`config.mk`:
```
export PLATFORM = sky130hd
export DESIGN_NAME = indexed_list_engine_unit
export DESIGN_NICKNAME = d
export VERILOG_FILES = /design/src/rtl/ile_pkg.sv /design/src/rtl/ile_ram.sv /design/src/rtl/indexed_list_engine_unit.sv
export SDC_FILE = /design/constraint.sdc
export NUM_CORES = 2
export LEC_CHECK = 0
export BUFFER_PORTS_ARGS = -buffer_cell sky130_fd_sc_hd__buf_2
export CORE_ASPECT_RATIO = 1.75
export CORE_MARGIN = 2
export CORE_UTILIZATION = 25
export DETAILED_ROUTE_END_ITERATION = 10
export PLACE_DENSITY = 0.39
export SYNTH_ARGS = -nofsm -noshare
export SYNTH_HDL_FRONTEND = slang
export SYNTH_HIERARCHICAL = 1
export SYNTH_SLANG_ARGS = --single-unit
```
`constraint.sdc`:
```
create_clock -name clock -period 10.89 [get_ports clock]
set_clock_uncertainty 0.05 [all_clocks]
set_input_delay 1.6335 -clock clock [delete_from_list [all_inputs] [get_ports clock]]
set_output_delay 1.6335 -clock clock [all_outputs]
set_load 0.01 [all_outputs]
```
`src/rtl/ile_pkg.sv`:
```
package ile_pkg;

   localparam int Depth   = 64;
   localparam int Width   = 32;
   localparam int AddrW   = $clog2(Depth);
   localparam int CountW  = AddrW + 1;

   // position meaning the last entry
   localparam logic signed [CountW:0] PosLast = '1;

   typedef enum logic [2:0] {
      FUNC_APPEND     = 3'd0,
      FUNC_INSERT     = 3'd1,
      FUNC_POP        = 3'd2,
      FUNC_READ       = 3'd3,
      FUNC_COUNT      = 3'd4,
      FUNC_PALINDROME = 3'd5,
      FUNC_REVERSE    = 3'd6,
      FUNC_CLEAR      = 3'd7
   } func_type;

   typedef enum logic [1:0] {
      ST_OK    = 2'd0,
      ST_RANGE = 2'd1,
      ST_FULL  = 2'd2,
      ST_EMPTY = 2'd3
   } status_type;

   typedef enum logic [3:0] {
      S_IDLE,
      S_DECODE,
      S_INS_RD,
      S_INS_WR,
      S_INS_PUT,
      S_POP_GET,
      S_SHL_RD,
      S_SHL_WR,
      S_RD_GET,
      S_CNT_RD,
      S_CNT_CHK,
      S_PR_A,
      S_PR_B,
      S_PR_C,
      S_PR_D,
      S_DONE
   } state_type;

   typedef struct packed {
      logic [2:0]  func;
      logic [6:0]  position;
      logic [31:0] value;
   } req_type;

   typedef struct packed {
      logic [31:0] read_value;
      logic [6:0]  match_count;
      logic        is_palindrome;
      logic [6:0]  occupancy;
      logic [1:0]  status;
   } rsp_type;

endpackage

```
`src/rtl/ile_ram.sv`:
```
module ile_ram #(
   parameter int DataW = 32,
   parameter int Depth = 64
) (
   input  logic                     clock,
   input  logic                     wr_en,
   input  logic [$clog2(Depth)-1:0] wr_addr,
   input  logic [DataW-1:0]         wr_data,
   input  logic [$clog2(Depth)-1:0] rd_addr,
   output logic [DataW-1:0]         rd_data
);

   logic [DataW-1:0] mem [Depth];
   logic [DataW-1:0] rd_data_ff;

   // one write port, one registered read port
   always_ff @(posedge clock) begin
      if (wr_en) begin
         mem[wr_addr] <= wr_data;
      end
      rd_data_ff <= mem[rd_addr];
   end

   assign rd_data = rd_data_ff;

endmodule

```
`src/rtl/indexed_list_engine_unit.sv`:
```
// append, clear and rejected commands go from decode straight to the result; read takes one RAM read;
// count, palindrome, reverse, insert and pop walk the list one entry or one pair at a time
// one transaction in flight: the next accept comes the cycle after the result is taken
// reset clears the fill count, the controller and the result valid; entry storage is not cleared
module indexed_list_engine_unit (
   input  logic             clock,
   input  logic             reset,
   input  logic             req_valid,
   output logic             req_stall,
   input  ile_pkg::req_type req_data,
   output logic             rsp_valid,
   input  logic             rsp_stall,
   output ile_pkg::rsp_type rsp_data
);

   localparam int AW = ile_pkg::AddrW;
   localparam int CW = ile_pkg::CountW;

   ile_pkg::state_type  state_ff, state_in;
   ile_pkg::req_type    cmd_ff, cmd_in;
   logic [CW-1:0]       fill_ff, fill_in;
   logic [CW-1:0]       i_ff, i_in, j_ff, j_in;
   logic [ile_pkg::Width-1:0] a_ff, a_in;
   logic [ile_pkg::Width-1:0] rdv_ff, rdv_in;
   logic [CW-1:0]       cnt_ff, cnt_in;
   logic                pal_ff, pal_in;
   ile_pkg::status_type st_ff, st_in;
   logic                rsp_valid_ff, rsp_valid_in;
   ile_pkg::rsp_type    rsp_ff, rsp_in;

   logic                wr_en;
   logic [AW-1:0]       wr_addr, rd_addr;
   logic [ile_pkg::Width-1:0] wr_data, rd_data;

   logic signed [CW:0]  pos_s, n_s, neg_n_s, wrap_s;
   logic [CW-1:0]       fill_up, fill_dn, i_up, i_dn, j_dn;
   logic [AW-1:0]       read_idx, pop_idx;

   ile_ram #(.DataW(ile_pkg::Width), .Depth(ile_pkg::Depth)) u_ram (
      .clock  (clock),
      .wr_en  (wr_en),
      .wr_addr(wr_addr),
      .wr_data(wr_data),
      .rd_addr(rd_addr),
      .rd_data(rd_data)
   );

   // signed index arithmetic and neighbors
   assign pos_s    = {cmd_ff.position[6], cmd_ff.position};
   assign n_s      = {1'b0, fill_ff};
   assign neg_n_s  = -n_s;
   assign wrap_s   = pos_s + n_s;
   assign fill_up  = fill_ff + CW'(1);
   assign fill_dn  = fill_ff - CW'(1);
   assign i_up     = i_ff + CW'(1);
   assign i_dn     = i_ff - CW'(1);
   assign j_dn     = j_ff - CW'(1);
   assign read_idx = pos_s[CW] ? wrap_s[AW-1:0] : pos_s[AW-1:0];
   assign pop_idx  = (pos_s == ile_pkg::PosLast) ? fill_dn[AW-1:0] : pos_s[AW-1:0];

   // control registers
   always_ff @(posedge clock) begin
      if (reset) begin
         state_ff     <= ile_pkg::S_IDLE;
         fill_ff      <= '0;
         rsp_valid_ff <= 1'b0;
      end else begin
         state_ff     <= state_in;
         fill_ff      <= fill_in;
         rsp_valid_ff <= rsp_valid_in;
      end
   end

   // datapath registers
   always_ff @(posedge clock) begin
      cmd_ff <= cmd_in;
      i_ff   <= i_in;
      j_ff   <= j_in;
      a_ff   <= a_in;
      rdv_ff <= rdv_in;
      cnt_ff <= cnt_in;
      pal_ff <= pal_in;
      st_ff  <= st_in;
      rsp_ff <= rsp_in;
   end

   assign req_stall = (state_ff != ile_pkg::S_IDLE) || rsp_valid_ff;
   assign rsp_valid = rsp_valid_ff;
   assign rsp_data  = rsp_ff;

   // sequencer
   always_comb begin
      state_in     = state_ff;
      cmd_in       = cmd_ff;
      fill_in      = fill_ff;
      i_in         = i_ff;
      j_in         = j_ff;
      a_in         = a_ff;
      rdv_in       = rdv_ff;
      cnt_in       = cnt_ff;
      pal_in       = pal_ff;
      st_in        = st_ff;
      rsp_in       = rsp_ff;
      rsp_valid_in = rsp_valid_ff && rsp_stall;
      wr_en        = 1'b0;
      wr_addr      = i_ff[AW-1:0];
      wr_data      = cmd_ff.value[ile_pkg::Width-1:0];
      rd_addr      = i_ff[AW-1:0];
      unique case (state_ff)
         ile_pkg::S_IDLE: begin
            if (req_valid && !rsp_valid_ff) begin
               cmd_in   = req_data;
               state_in = ile_pkg::S_DECODE;
            end
         end
         // decode and range checks, set up the walk
         ile_pkg::S_DECODE: begin
            rdv_in   = '0;
            cnt_in   = '0;
            pal_in   = (cmd_ff.func == ile_pkg::FUNC_PALINDROME);
            st_in    = ile_pkg::ST_OK;
            state_in = ile_pkg::S_DONE;
            unique case (ile_pkg::func_type'(cmd_ff.func)) inside
               ile_pkg::FUNC_APPEND: begin
                  if (fill_ff == CW'(ile_pkg::Depth)) begin
                     st_in = ile_pkg::ST_FULL;
                  end else begin
                     wr_en   = 1'b1;
                     wr_addr = fill_ff[AW-1:0];
                     fill_in = fill_up;
                  end
               end
               ile_pkg::FUNC_INSERT: begin
                  if (pos_s[CW] || pos_s >= n_s) begin
                     st_in = ile_pkg::ST_RANGE;
                  end else if (fill_ff == CW'(ile_pkg::Depth)) begin
                     st_in = ile_pkg::ST_FULL;
                  end else begin
                     // walk down from the tail, i is the source index
                     i_in     = fill_dn;
                     j_in     = {1'b0, pos_s[AW-1:0]};
                     state_in = ile_pkg::S_INS_RD;
                  end
               end
               ile_pkg::FUNC_POP: begin
                  if (fill_ff == '0) begin
                     st_in = ile_pkg::ST_EMPTY;
                  end else if (pos_s < ile_pkg::PosLast || pos_s >= n_s) begin
                     st_in = ile_pkg::ST_RANGE;
                  end else begin
                     rd_addr  = pop_idx;
                     i_in     = {1'b0, pop_idx};
                     state_in = ile_pkg::S_POP_GET;
                  end
               end
               ile_pkg::FUNC_READ: begin
                  if (pos_s >= n_s || pos_s < neg_n_s) begin
                     st_in = ile_pkg::ST_RANGE;
                  end else begin
                     rd_addr  = read_idx;
                     state_in = ile_pkg::S_RD_GET;
                  end
               end
               ile_pkg::FUNC_COUNT: begin
                  i_in = '0;
                  if (fill_ff != '0) begin
                     state_in = ile_pkg::S_CNT_RD;
                  end
               end
               ile_pkg::FUNC_PALINDROME, ile_pkg::FUNC_REVERSE: begin
                  i_in = '0;
                  j_in = fill_dn;
                  if (fill_ff > CW'(1)) begin
                     state_in = ile_pkg::S_PR_A;
                  end
               end
               ile_pkg::FUNC_CLEAR: begin
                  fill_in = '0;
               end
            endcase
         end
         // insert: read entry i
         ile_pkg::S_INS_RD: begin
            state_in = ile_pkg::S_INS_WR;
         end
         // insert: move entry i up to i+1
         ile_pkg::S_INS_WR: begin
            wr_en   = 1'b1;
            wr_addr = i_up[AW-1:0];
            wr_data = rd_data;
            if (i_ff == j_ff) begin
               state_in = ile_pkg::S_INS_PUT;
            end else begin
               i_in     = i_dn;
               state_in = ile_pkg::S_INS_RD;
            end
         end
         // insert: place the value at its index
         ile_pkg::S_INS_PUT: begin
            wr_en    = 1'b1;
            wr_addr  = j_ff[AW-1:0];
            fill_in  = fill_up;
            state_in = ile_pkg::S_DONE;
         end
         // pop: latch the popped word
         ile_pkg::S_POP_GET: begin
            rdv_in   = rd_data;
            state_in = ile_pkg::S_SHL_RD;
         end
         // pop: read the next entry or finish
         ile_pkg::S_SHL_RD: begin
            if (i_up >= fill_ff) begin
               fill_in  = fill_dn;
               state_in = ile_pkg::S_DONE;
            end else begin
               rd_addr  = i_up[AW-1:0];
               state_in = ile_pkg::S_SHL_WR;
            end
         end
         // pop: move entry i+1 down to i
         ile_pkg::S_SHL_WR: begin
            wr_en    = 1'b1;
            wr_addr  = i_ff[AW-1:0];
            wr_data  = rd_data;
            i_in     = i_up;
            state_in = ile_pkg::S_SHL_RD;
         end
         // read: latch the word
         ile_pkg::S_RD_GET: begin
            rdv_in   = rd_data;
            state_in = ile_pkg::S_DONE;
         end
         ile_pkg::S_CNT_RD: begin
            state_in = ile_pkg::S_CNT_CHK;
         end
         // count: compare one entry
         ile_pkg::S_CNT_CHK: begin
            if (rd_data == cmd_ff.value[ile_pkg::Width-1:0]) begin
               cnt_in = cnt_ff + CW'(1);
            end
            if (i_up >= fill_ff) begin
               state_in = ile_pkg::S_DONE;
            end else begin
               i_in     = i_up;
               state_in = ile_pkg::S_CNT_RD;
            end
         end
         // pair walk: read i, then j
         ile_pkg::S_PR_A: begin
            state_in = ile_pkg::S_PR_B;
         end
         ile_pkg::S_PR_B: begin
            a_in     = rd_data;
            rd_addr  = j_ff[AW-1:0];
            state_in = ile_pkg::S_PR_C;
         end
         // pair walk: compare, or write word j to i
         ile_pkg::S_PR_C: begin
            if (cmd_ff.func == ile_pkg::FUNC_PALINDROME) begin
               if (rd_data != a_ff) begin
                  pal_in   = 1'b0;
                  state_in = ile_pkg::S_DONE;
               end else if (i_up >= j_dn) begin
                  state_in = ile_pkg::S_DONE;
               end else begin
                  i_in     = i_up;
                  j_in     = j_dn;
                  state_in = ile_pkg::S_PR_A;
               end
            end else begin
               wr_en    = 1'b1;
               wr_addr  = i_ff[AW-1:0];
               wr_data  = rd_data;
               state_in = ile_pkg::S_PR_D;
            end
         end
         // reverse: word i goes to j
         ile_pkg::S_PR_D: begin
            wr_en   = 1'b1;
            wr_addr = j_ff[AW-1:0];
            wr_data = a_ff;
            if (i_up >= j_dn) begin
               state_in = ile_pkg::S_DONE;
            end else begin
               i_in     = i_up;
               j_in     = j_dn;
               state_in = ile_pkg::S_PR_A;
            end
         end
         // build the result transaction
         ile_pkg::S_DONE: begin
            rsp_in.read_value    = rdv_ff;
            rsp_in.match_count   = cnt_ff;
            rsp_in.is_palindrome = pal_ff;
            rsp_in.occupancy     = fill_ff;
            rsp_in.status        = st_ff;
            rsp_valid_in         = 1'b1;
            state_in             = ile_pkg::S_IDLE;
         end
      endcase
   end

`ifndef SYNTHESIS
   // a stalled result holds
   assert property (@(posedge clock) disable iff (reset)
      rsp_valid && rsp_stall |=> rsp_valid && $stable(rsp_data))
      else $error("stalled result changed");
   // occupancy never exceeds capacity
   assert property (@(posedge clock) disable iff (reset)
      fill_ff <= CW'(ile_pkg::Depth))
      else $error("fill count overflow");
   // accept only from idle
   assert property (@(posedge clock) disable iff (reset)
      req_valid && !req_stall |=> state_ff == ile_pkg::S_DECODE)
      else $error("accept outside idle");
   // no command runs while a result is pending
   assert property (@(posedge clock) disable iff (reset)
      state_ff != ile_pkg::S_IDLE |-> !rsp_valid)
      else $error("busy with result pending");
`endif

endmodule

```
# Yosys cells after proc, flatten, opt, wreduce, memory -nomap -nowiden
# Memory sizes are Yosys's and may differ from the RTL's. A register that Yosys moved wholly into a read port is not among the register bits.
# Index checks and enable logic that the tools add are counted.
[classes]
n_addsub = 8
order_cmp = 6
eq_ne = 43
reduce_logical = 32
mux = 70
[ops]
columns = ["operator", "n"]
rows = [
  ["$mux 7", 17],
  ["$pmux 32 s3", 1],
  ["$pmux 32 s2", 1],
  ["$pmux 7 s3", 3],
  ["$pmux 4 s14", 1],
  ["$mux 6", 8],
  ["$pmux 7 s2", 3],
  ["$pmux 7 s6", 1],
  ["$pmux 6 s3", 2],
  ["$eq 32x32->1", 1],
  ["$eq 4x4->1 const B", 8],
  ["$mux 32", 1],
  ["$ne 32x32->1", 1],
  ["$mux 4", 7],
  ["$add 7x1->7 const B", 3],
  ["$mux 3", 7],
  ["$ne 3x3->1 const B", 7],
  ["$sub 7x1->7 const B", 3],
  ["$pmux 4 s5", 1],
  ["$eq 4x3->1 const B", 4],
  ["$ne 2x2->1 const B", 8],
  ["$ge 7x7->1", 2],
  ["$eq 3x3->1 const B", 4],
  ["$pmux 6 s2", 1],
  ["38 further kinds", 64],
]
[totals]
input_bits = 46
ramBits = 2048
regBits = 191
elab_cells = 178
n_memories = 1
output_inout_bits = 51
[mem_list]
columns = ["memory", "depth", "word_bits", "rd", "rd_ports_with_merged_regs", "write_ports", "line", "source"]
rows = [
  ["u_ram.mem", 64, 32, 1, 1, 1, "ile_ram.sv:13", "logic [DataW-1:0] mem [Depth];"],
]

# Logic depth before layout (Yosys ltp)
[logic_depth]
word_depth = 6
depth_mapped = 24
depth_no_buf = 18

# By module
# The synthesis kept the hierarchy.
[by_module_without_submodules]
columns = ["mod", "n_inst", "seq_area_each_um2", "cells_per_inst", "area_per_inst_um2"]
rows = [
  ["ile_ram", 1, 62139.6, 3572, 78881.9],
  ["indexed_list_engine_unit", 1, 5615.4, 929, 10605.2],
]

# Least setup slack after synthesis
# OpenSTA, ideal clock, no wires.
[synth_timing]
kind = "register to register"
from = "register fill_ff[0]"
to = "memory u_ram.mem[42][0], enable pin"
stages_incl_launch_ff = 11
arrival_time_ns = 4.567
slack_ns = 5.812
path_cell_list = "dfxtp_1 > clkbuf_1 > inv_1 > ha_1 > nand2_1 > nor2_2 > nor3_2 > a221o_1 > clkbuf_1 > nand4b_1 > nor3_1"
[synth_between]
word_cells_on_any_way = 9
[synth_lines]
columns = ["element", "line", "source"]
rows = [
  ["start: declaration", "indexed_list_engine_unit.sv:21", "logic [CW-1:0] fill_ff, fill_in;"],
  ["start signal: assignment", "indexed_list_engine_unit.sv:69", "fill_ff <= fill_in;"],
  ["$eq 7x7->1", "indexed_list_engine_unit.sv:125", "if (fill_ff == CW'(ile_pkg::Depth)) begin"],
  ["$mux 6", "indexed_list_engine_unit.sv:125", ""],
  ["$mux 6", "indexed_list_engine_unit.sv:123", "unique case (ile_pkg::func_type'(cmd_ff.func)) inside"],
  ["$pmux 6 s3", "indexed_list_engine_unit.sv:109", "unique case (state_ff)"],
  ["via wr_addr[5]", "indexed_list_engine_unit.sv:32", "logic [AW-1:0] wr_addr, rd_addr;"],
  ["end: declaration", "ile_ram.sv:13", ""],
]
# The timed path passes the listed nets, and every way through them passes these cells.

# Worst setup path in the final report
[layout_timing]
from = "register i_ff[0]"
to = "register u_ram.rd_data_ff[0] (netlist: u_ram/rd_data[0]), read port of u_ram.mem"
[layout_between]
elab_chain_cells = 4
word_cells_on_any_way = 8
[layout_rtl]
columns = ["element", "line", "source"]
rows = [
  ["start: declaration", "indexed_list_engine_unit.sv:22", "logic [CW-1:0] i_ff, i_in, j_ff, j_in;"],
  ["start signal: assignment", "indexed_list_engine_unit.sv:77", "i_ff <= i_in;"],
  ["$add 7x1->7 or $mux 6 (tied branches)", "indexed_list_engine_unit.sv:55, indexed_list_engine_unit.sv:148", ""],
  ["$ge 7x7->1 or $mux 6 (tied branches)", "indexed_list_engine_unit.sv:212, indexed_list_engine_unit.sv:146", ""],
  ["$mux 6 or $pmux 6 s2 (tied branches)", "indexed_list_engine_unit.sv:212, indexed_list_engine_unit.sv:123", ""],
  ["$pmux 6 s3 *", "indexed_list_engine_unit.sv:109", ""],
  ["via rd_addr[0]", "indexed_list_engine_unit.sv:32", ""],
  ["end: declaration", "ile_ram.sv:14", "logic [DataW-1:0] rd_data_ff;"],
]
# The timed path passes the listed nets; every way through them passes the cells marked *.
# A chain may end at the register's enable or synchronous reset.

==> impl_metrics.yaml <==
synthesis:
  synth_seq_area_share: 0.757
  yosys_warnings: 6
  yosys.area_share.adder: 0.00582
  syn-mean-instance-area_um2: 19.9
  synth-compound-area-share: 0.0409
  synthDistinctLibCells: 94
  postSynth.topFlopCell: "sky130_fd_sc_hd__edfxtp_1"
  synth_seq_cells: 2271
  post_synth_inst_count: 4501
  synth_top_family_by_area: "multiplexers"
  synth-edff-count: 2227
  syn_area_um2: 89500
  synth-xor-area-share: 0.00987
  synth_mux_area_frac: 0.130
  synth_area_in_simple_gates: 0.0383
  asyncSetResetFlopFracSynth: 0
  syn_nets: 4588
grt:
  grt_pass1_vias: 48560
  grt_max_degree: 108
  antenna_violations_before_repair: 30
  grt_remaining_overflow: 0
  grt_first_pass_wirelength_mm: 418
  grt_use_total: 0.166
place:
  place.gp.congestion: 0.825
  dp_hpwl_mm: 188
  io_buffers: 96
  placement.setup.worst_slack_ns: 3.17
route:
  detail_route.vias_per_cell: 4.80
  drt-initial-drc-count: 3926
  route.detailed.drc: 0
  drt-pass1-iter-count: 6
  routedWlPerCell_um: 32.0
  postRouteAntennaNets: 0
  detailroute.via_count: 46019
  wl_mm: 307
hold_path:
  worstHoldPathType: "flop to flop"
  hold-path-cell-count: 0
  min-delay-start: "rdv_ff[16]$_SDFFCE_PN0P_"
  hold_path_end: "rsp_data[33]$_DFFE_PP_"
critical_path:
  timing.critical_path.to_type: "flop"
  crit_path_max_incr_delay_ns: 0.89
  cpLargestDelayFamily: "compound AO/OA/AOI/OAI gates"
  crit_path_cell_trace: "ha_1 -> nand3_1 -> xnor2_1 -> ha_1 -> a21o_1 -> a221o_1 -> a41o_2 -> nor2_2 -> o31a_1 -> a21oi_1 -> o211ai_1 -> buf_4 -> buf_12 -> buf_12 -> mux4_2 -> nor2b_1 -> a211oi_1 -> o22ai_1 -> and3_1"
  r2r_end: "u_ram/rd_data[0]$_DFF_P_"
  critical_path_peak_fanout: 100
  timing.critical_path.from_type: "flop"
  critical-path-slowest-cell: "sky130_fd_sc_hd__a211oi_1"
  rr_startpoint: "i_ff[0]$_DFFE_PP_"
  r2r_cells: 19
  endpoint_required_time_on_the_critical_path_ns: 11.61
  rrSetupSlack_ns: 3.30
  crit_path_category: "flop to flop"
  crit_arrival_ns: 8.32
  worst_setup_path_startpoint: "i_ff[0]$_DFFE_PP_"
  worstSetupPathDepth: 19
  critPathBufInv: 3
layout:
  share_of_final_layout_standard_cells_stronger_than_drive_strength_1: 0.243
  total_nets_final: 4830
  final_core_utilization: 0.290
  num-fill-cells: 35060
  multiInputGateArea_um2: 20700
  seqCellArea_um2: 67800
  area_growth_pct: 15.4
sta:
  tns_ns: 0
  hold_viol: 0
  maxClockFrequency_mhz: 132
  final_min_period_over_clock_period: 0.697
  drv_slew: 0
  relSlewSlack: 0.145
  tightest_slew_ns: 1.28
  unrepaired_setup_endpoints_after_global_routing: "no"
  layout_min_cycle_time_ns: 7.59
  setup_viol: 0
  setup_slack_ns: 3.30
pwr:
  power.density_nw_per_um2: 290
  static-leakage-power_nw: 31.7
  ir_worst_vdd_mv: 0.316
  fin_total_pwr_mw: 30.0
job:
  drv.max_cap_violation_count: 0
clock_tree:
  cts-root-buf: "sky130_fd_sc_hd__clkbuf_16"
  clk_path_buf_depth: 4
  path_clk_slew_ns: 0.07
  cts_setup_buffers: 0
  numClockSinks: 2271
  cts-htree-levels: 4
  tritoncts.num_buffers: 211
  cts_hold_repair.buffers: 0
  cts-resized-gates: 0
  clock_latency_ns: 0.92
  cts_tree: "done"
run_status:
  run_status: "finished, final reports clean"
floorplanning:
  top_level_ports: 97
  core_region_area_um2: 356000
  initial_utilization: 0.251
  rows: 290
  die-width_um: 456
  dieHeight_um: 795
  dieArea_um2: 363000
[layout by cell type (no fill, tap or decap), types with 40 or more instances in the layout]
master	count
sky130_fd_sc_hd__edfxtp_1	2227
sky130_fd_sc_hd__mux4_2	446
sky130_fd_sc_hd__clkbuf_16	214
sky130_fd_sc_hd__buf_4	175
sky130_fd_sc_hd__nand2_1	147
sky130_fd_sc_hd__mux2i_1	135
sky130_fd_sc_hd__buf_2	96
sky130_fd_sc_hd__nand3_1	92
sky130_fd_sc_hd__nor2_1	91
sky130_fd_sc_hd__a22oi_1	81
sky130_fd_sc_hd__xor2_1	70
sky130_fd_sc_hd__o22ai_1	70
sky130_fd_sc_hd__nor2_4	58
sky130_fd_sc_hd__o21ai_0	57
sky130_fd_sc_hd__clkbuf_1	57
sky130_fd_sc_hd__a21oi_1	54
sky130_fd_sc_hd__nand4_1	54
sky130_fd_sc_hd__o221ai_1	48
sky130_fd_sc_hd__and2_1	44
sky130_fd_sc_hd__dfxtp_1	44
sky130_fd_sc_hd__clkinv_2	41
sky130_fd_sc_hd__ha_1	40
[Yosys cell counts (18+ instances only)]
| master | n | share of area |
|---|---|---|
| sky130_fd_sc_hd__buf_6 | 20 | 0.0025 |
| sky130_fd_sc_hd__and3_1 | 23 | 0.0016 |
| sky130_fd_sc_hd__a21oi_1 | 54 | 0.0030 |
| sky130_fd_sc_hd__dfxtp_1 | 44 | 0.0098 |
| sky130_fd_sc_hd__buf_2 | 52 | 0.0029 |
| sky130_fd_sc_hd__nand3_1 | 92 | 0.0051 |
| sky130_fd_sc_hd__and2_1 | 44 | 0.0031 |
| sky130_fd_sc_hd__edfxtp_1 | 2227 | 0.75 |
| sky130_fd_sc_hd__a31oi_1 | 22 | 0.0015 |
| sky130_fd_sc_hd__nand2b_1 | 20 | 0.0014 |
| sky130_fd_sc_hd__o21ai_0 | 61 | 0.0034 |
| sky130_fd_sc_hd__mux2i_1 | 135 | 0.015 |
| sky130_fd_sc_hd__o221ai_1 | 48 | 0.0047 |
| sky130_fd_sc_hd__buf_1 | 19 | 0.00080 |
| sky130_fd_sc_hd__mux2_2 | 21 | 0.0026 |
| sky130_fd_sc_hd__buf_4 | 28 | 0.0023 |
| sky130_fd_sc_hd__nor3_1 | 24 | 0.0013 |
| sky130_fd_sc_hd__xnor2_1 | 29 | 0.0028 |
| sky130_fd_sc_hd__nand4_1 | 54 | 0.0038 |
| sky130_fd_sc_hd__xor2_1 | 70 | 0.0069 |
| sky130_fd_sc_hd__mux4_2 | 446 | 0.11 |
| sky130_fd_sc_hd__o22ai_1 | 70 | 0.0049 |
| sky130_fd_sc_hd__inv_1 | 55 | 0.0023 |
| sky130_fd_sc_hd__nor2_1 | 153 | 0.0064 |
| sky130_fd_sc_hd__nor4_1 | 18 | 0.0013 |
| sky130_fd_sc_hd__ha_1 | 40 | 0.0056 |
| sky130_fd_sc_hd__nand2_1 | 149 | 0.0062 |
| sky130_fd_sc_hd__clkbuf_1 | 125 | 0.0052 |
| sky130_fd_sc_hd__a22oi_1 | 81 | 0.0068 |
| sky130_fd_sc_hd__nor2b_1 | 38 | 0.0027 |
| sky130_fd_sc_hd__a222oi_1 | 37 | 0.0041 |
| sky130_fd_sc_hd__a211oi_1 | 23 | 0.0019 |
[layout make-up]
cell class | count | share of cell area
Sequential cell | 2271 | 0.656
Multi-Input combinational cell | 1918 | 0.201
Tap cell | 4672 | 0.0566
Clock buffer | 281 | 0.0553
Timing Repair Buffer | 283 | 0.0197
Clock inverter | 97 | 0.00899
Inverter | 58 | 0.00218
Antenna cell | 11 | 0.000267
[stage by stage]
stage                     hold slack (ns)  instances  instance area [µm²]
final                               0.369       9591               103000
after global routing                0.376       9588               103000
after CTS                           0.368       9580               103000
after detailed placement            0.356       9202                96600
after global placement              0.354       9200                96500
after floorplan                     0.350       4501                89500
[layer usage]
metal | track usage | share of wire
met5 | 0 | 0
met4 | 0.0625 | 0.040
met2 | 0.325 | 0.56
met1 | 0.182 | 0.36
met3 | 0.0151 | 0.034
[report_power, final]
group | internal (mW) | switching (mW)
sequential | 11.0 | 0.424
clock | 4.08 | 3.33
combinational | 3.83 | 7.29
total | 18.9 | 11.0
[cell families after synthesis]
| family | Yosys count |
|---|---|
| simple gates | 672 |
| flops | 2271 |
| buf+inv | 312 |
| compound gates | 503 |
| xor+xnor | 100 |
| mux | 602 |
| fa+ha+maj | 41 |
[worst max path at each step]
stage	end	slack [ns]
after CTS	u_ram/rd_data[10]$_DFF_P_	3.14
final	u_ram/rd_data[0]$_DFF_P_	3.30
after global placement	u_ram/rd_data[1]$_DFF_P_	2.34
after global routing	u_ram/rd_data[0]$_DFF_P_	3.03
after detailed placement	u_ram/rd_data[10]$_DFF_P_	3.17
after floorplan	u_ram/mem[42][0]$_DFFE_PP_	5.81
[worst reg2reg max path, stage by stage (launching register included)]
cell                       delay [ns]
sky130_fd_sc_hd__edfxtp_1        0.66
sky130_fd_sc_hd__ha_1            0.47
sky130_fd_sc_hd__nand3_1         0.14
sky130_fd_sc_hd__xnor2_1         0.55
sky130_fd_sc_hd__ha_1            0.37
sky130_fd_sc_hd__a21o_1          0.20
sky130_fd_sc_hd__a221o_1         0.33
sky130_fd_sc_hd__a41o_2          0.33
sky130_fd_sc_hd__nor2_2          0.32
sky130_fd_sc_hd__o31a_1          0.19
sky130_fd_sc_hd__a21oi_1         0.05
sky130_fd_sc_hd__o211ai_1        0.27
sky130_fd_sc_hd__buf_4           0.22
sky130_fd_sc_hd__buf_12          0.32
sky130_fd_sc_hd__buf_12          0.69
sky130_fd_sc_hd__mux4_2          0.79
sky130_fd_sc_hd__nor2b_1         0.19
sky130_fd_sc_hd__a211oi_1        0.89
sky130_fd_sc_hd__o22ai_1         0.24
sky130_fd_sc_hd__and3_1          0.21
[state kept, by name (all words and copies together), names as in the netlist, 4 cells and up]
register       cells
u_ram/mem       2048
rsp_data          49
cmd_ff            42
a_ff              32
rdv_ff            32
u_ram/rd_data     32
cnt_ff             7
fill_ff            7
i_ff               7
j_ff               7
state_ff           4
Note: power is estimated with default switching activity, not from simulation.
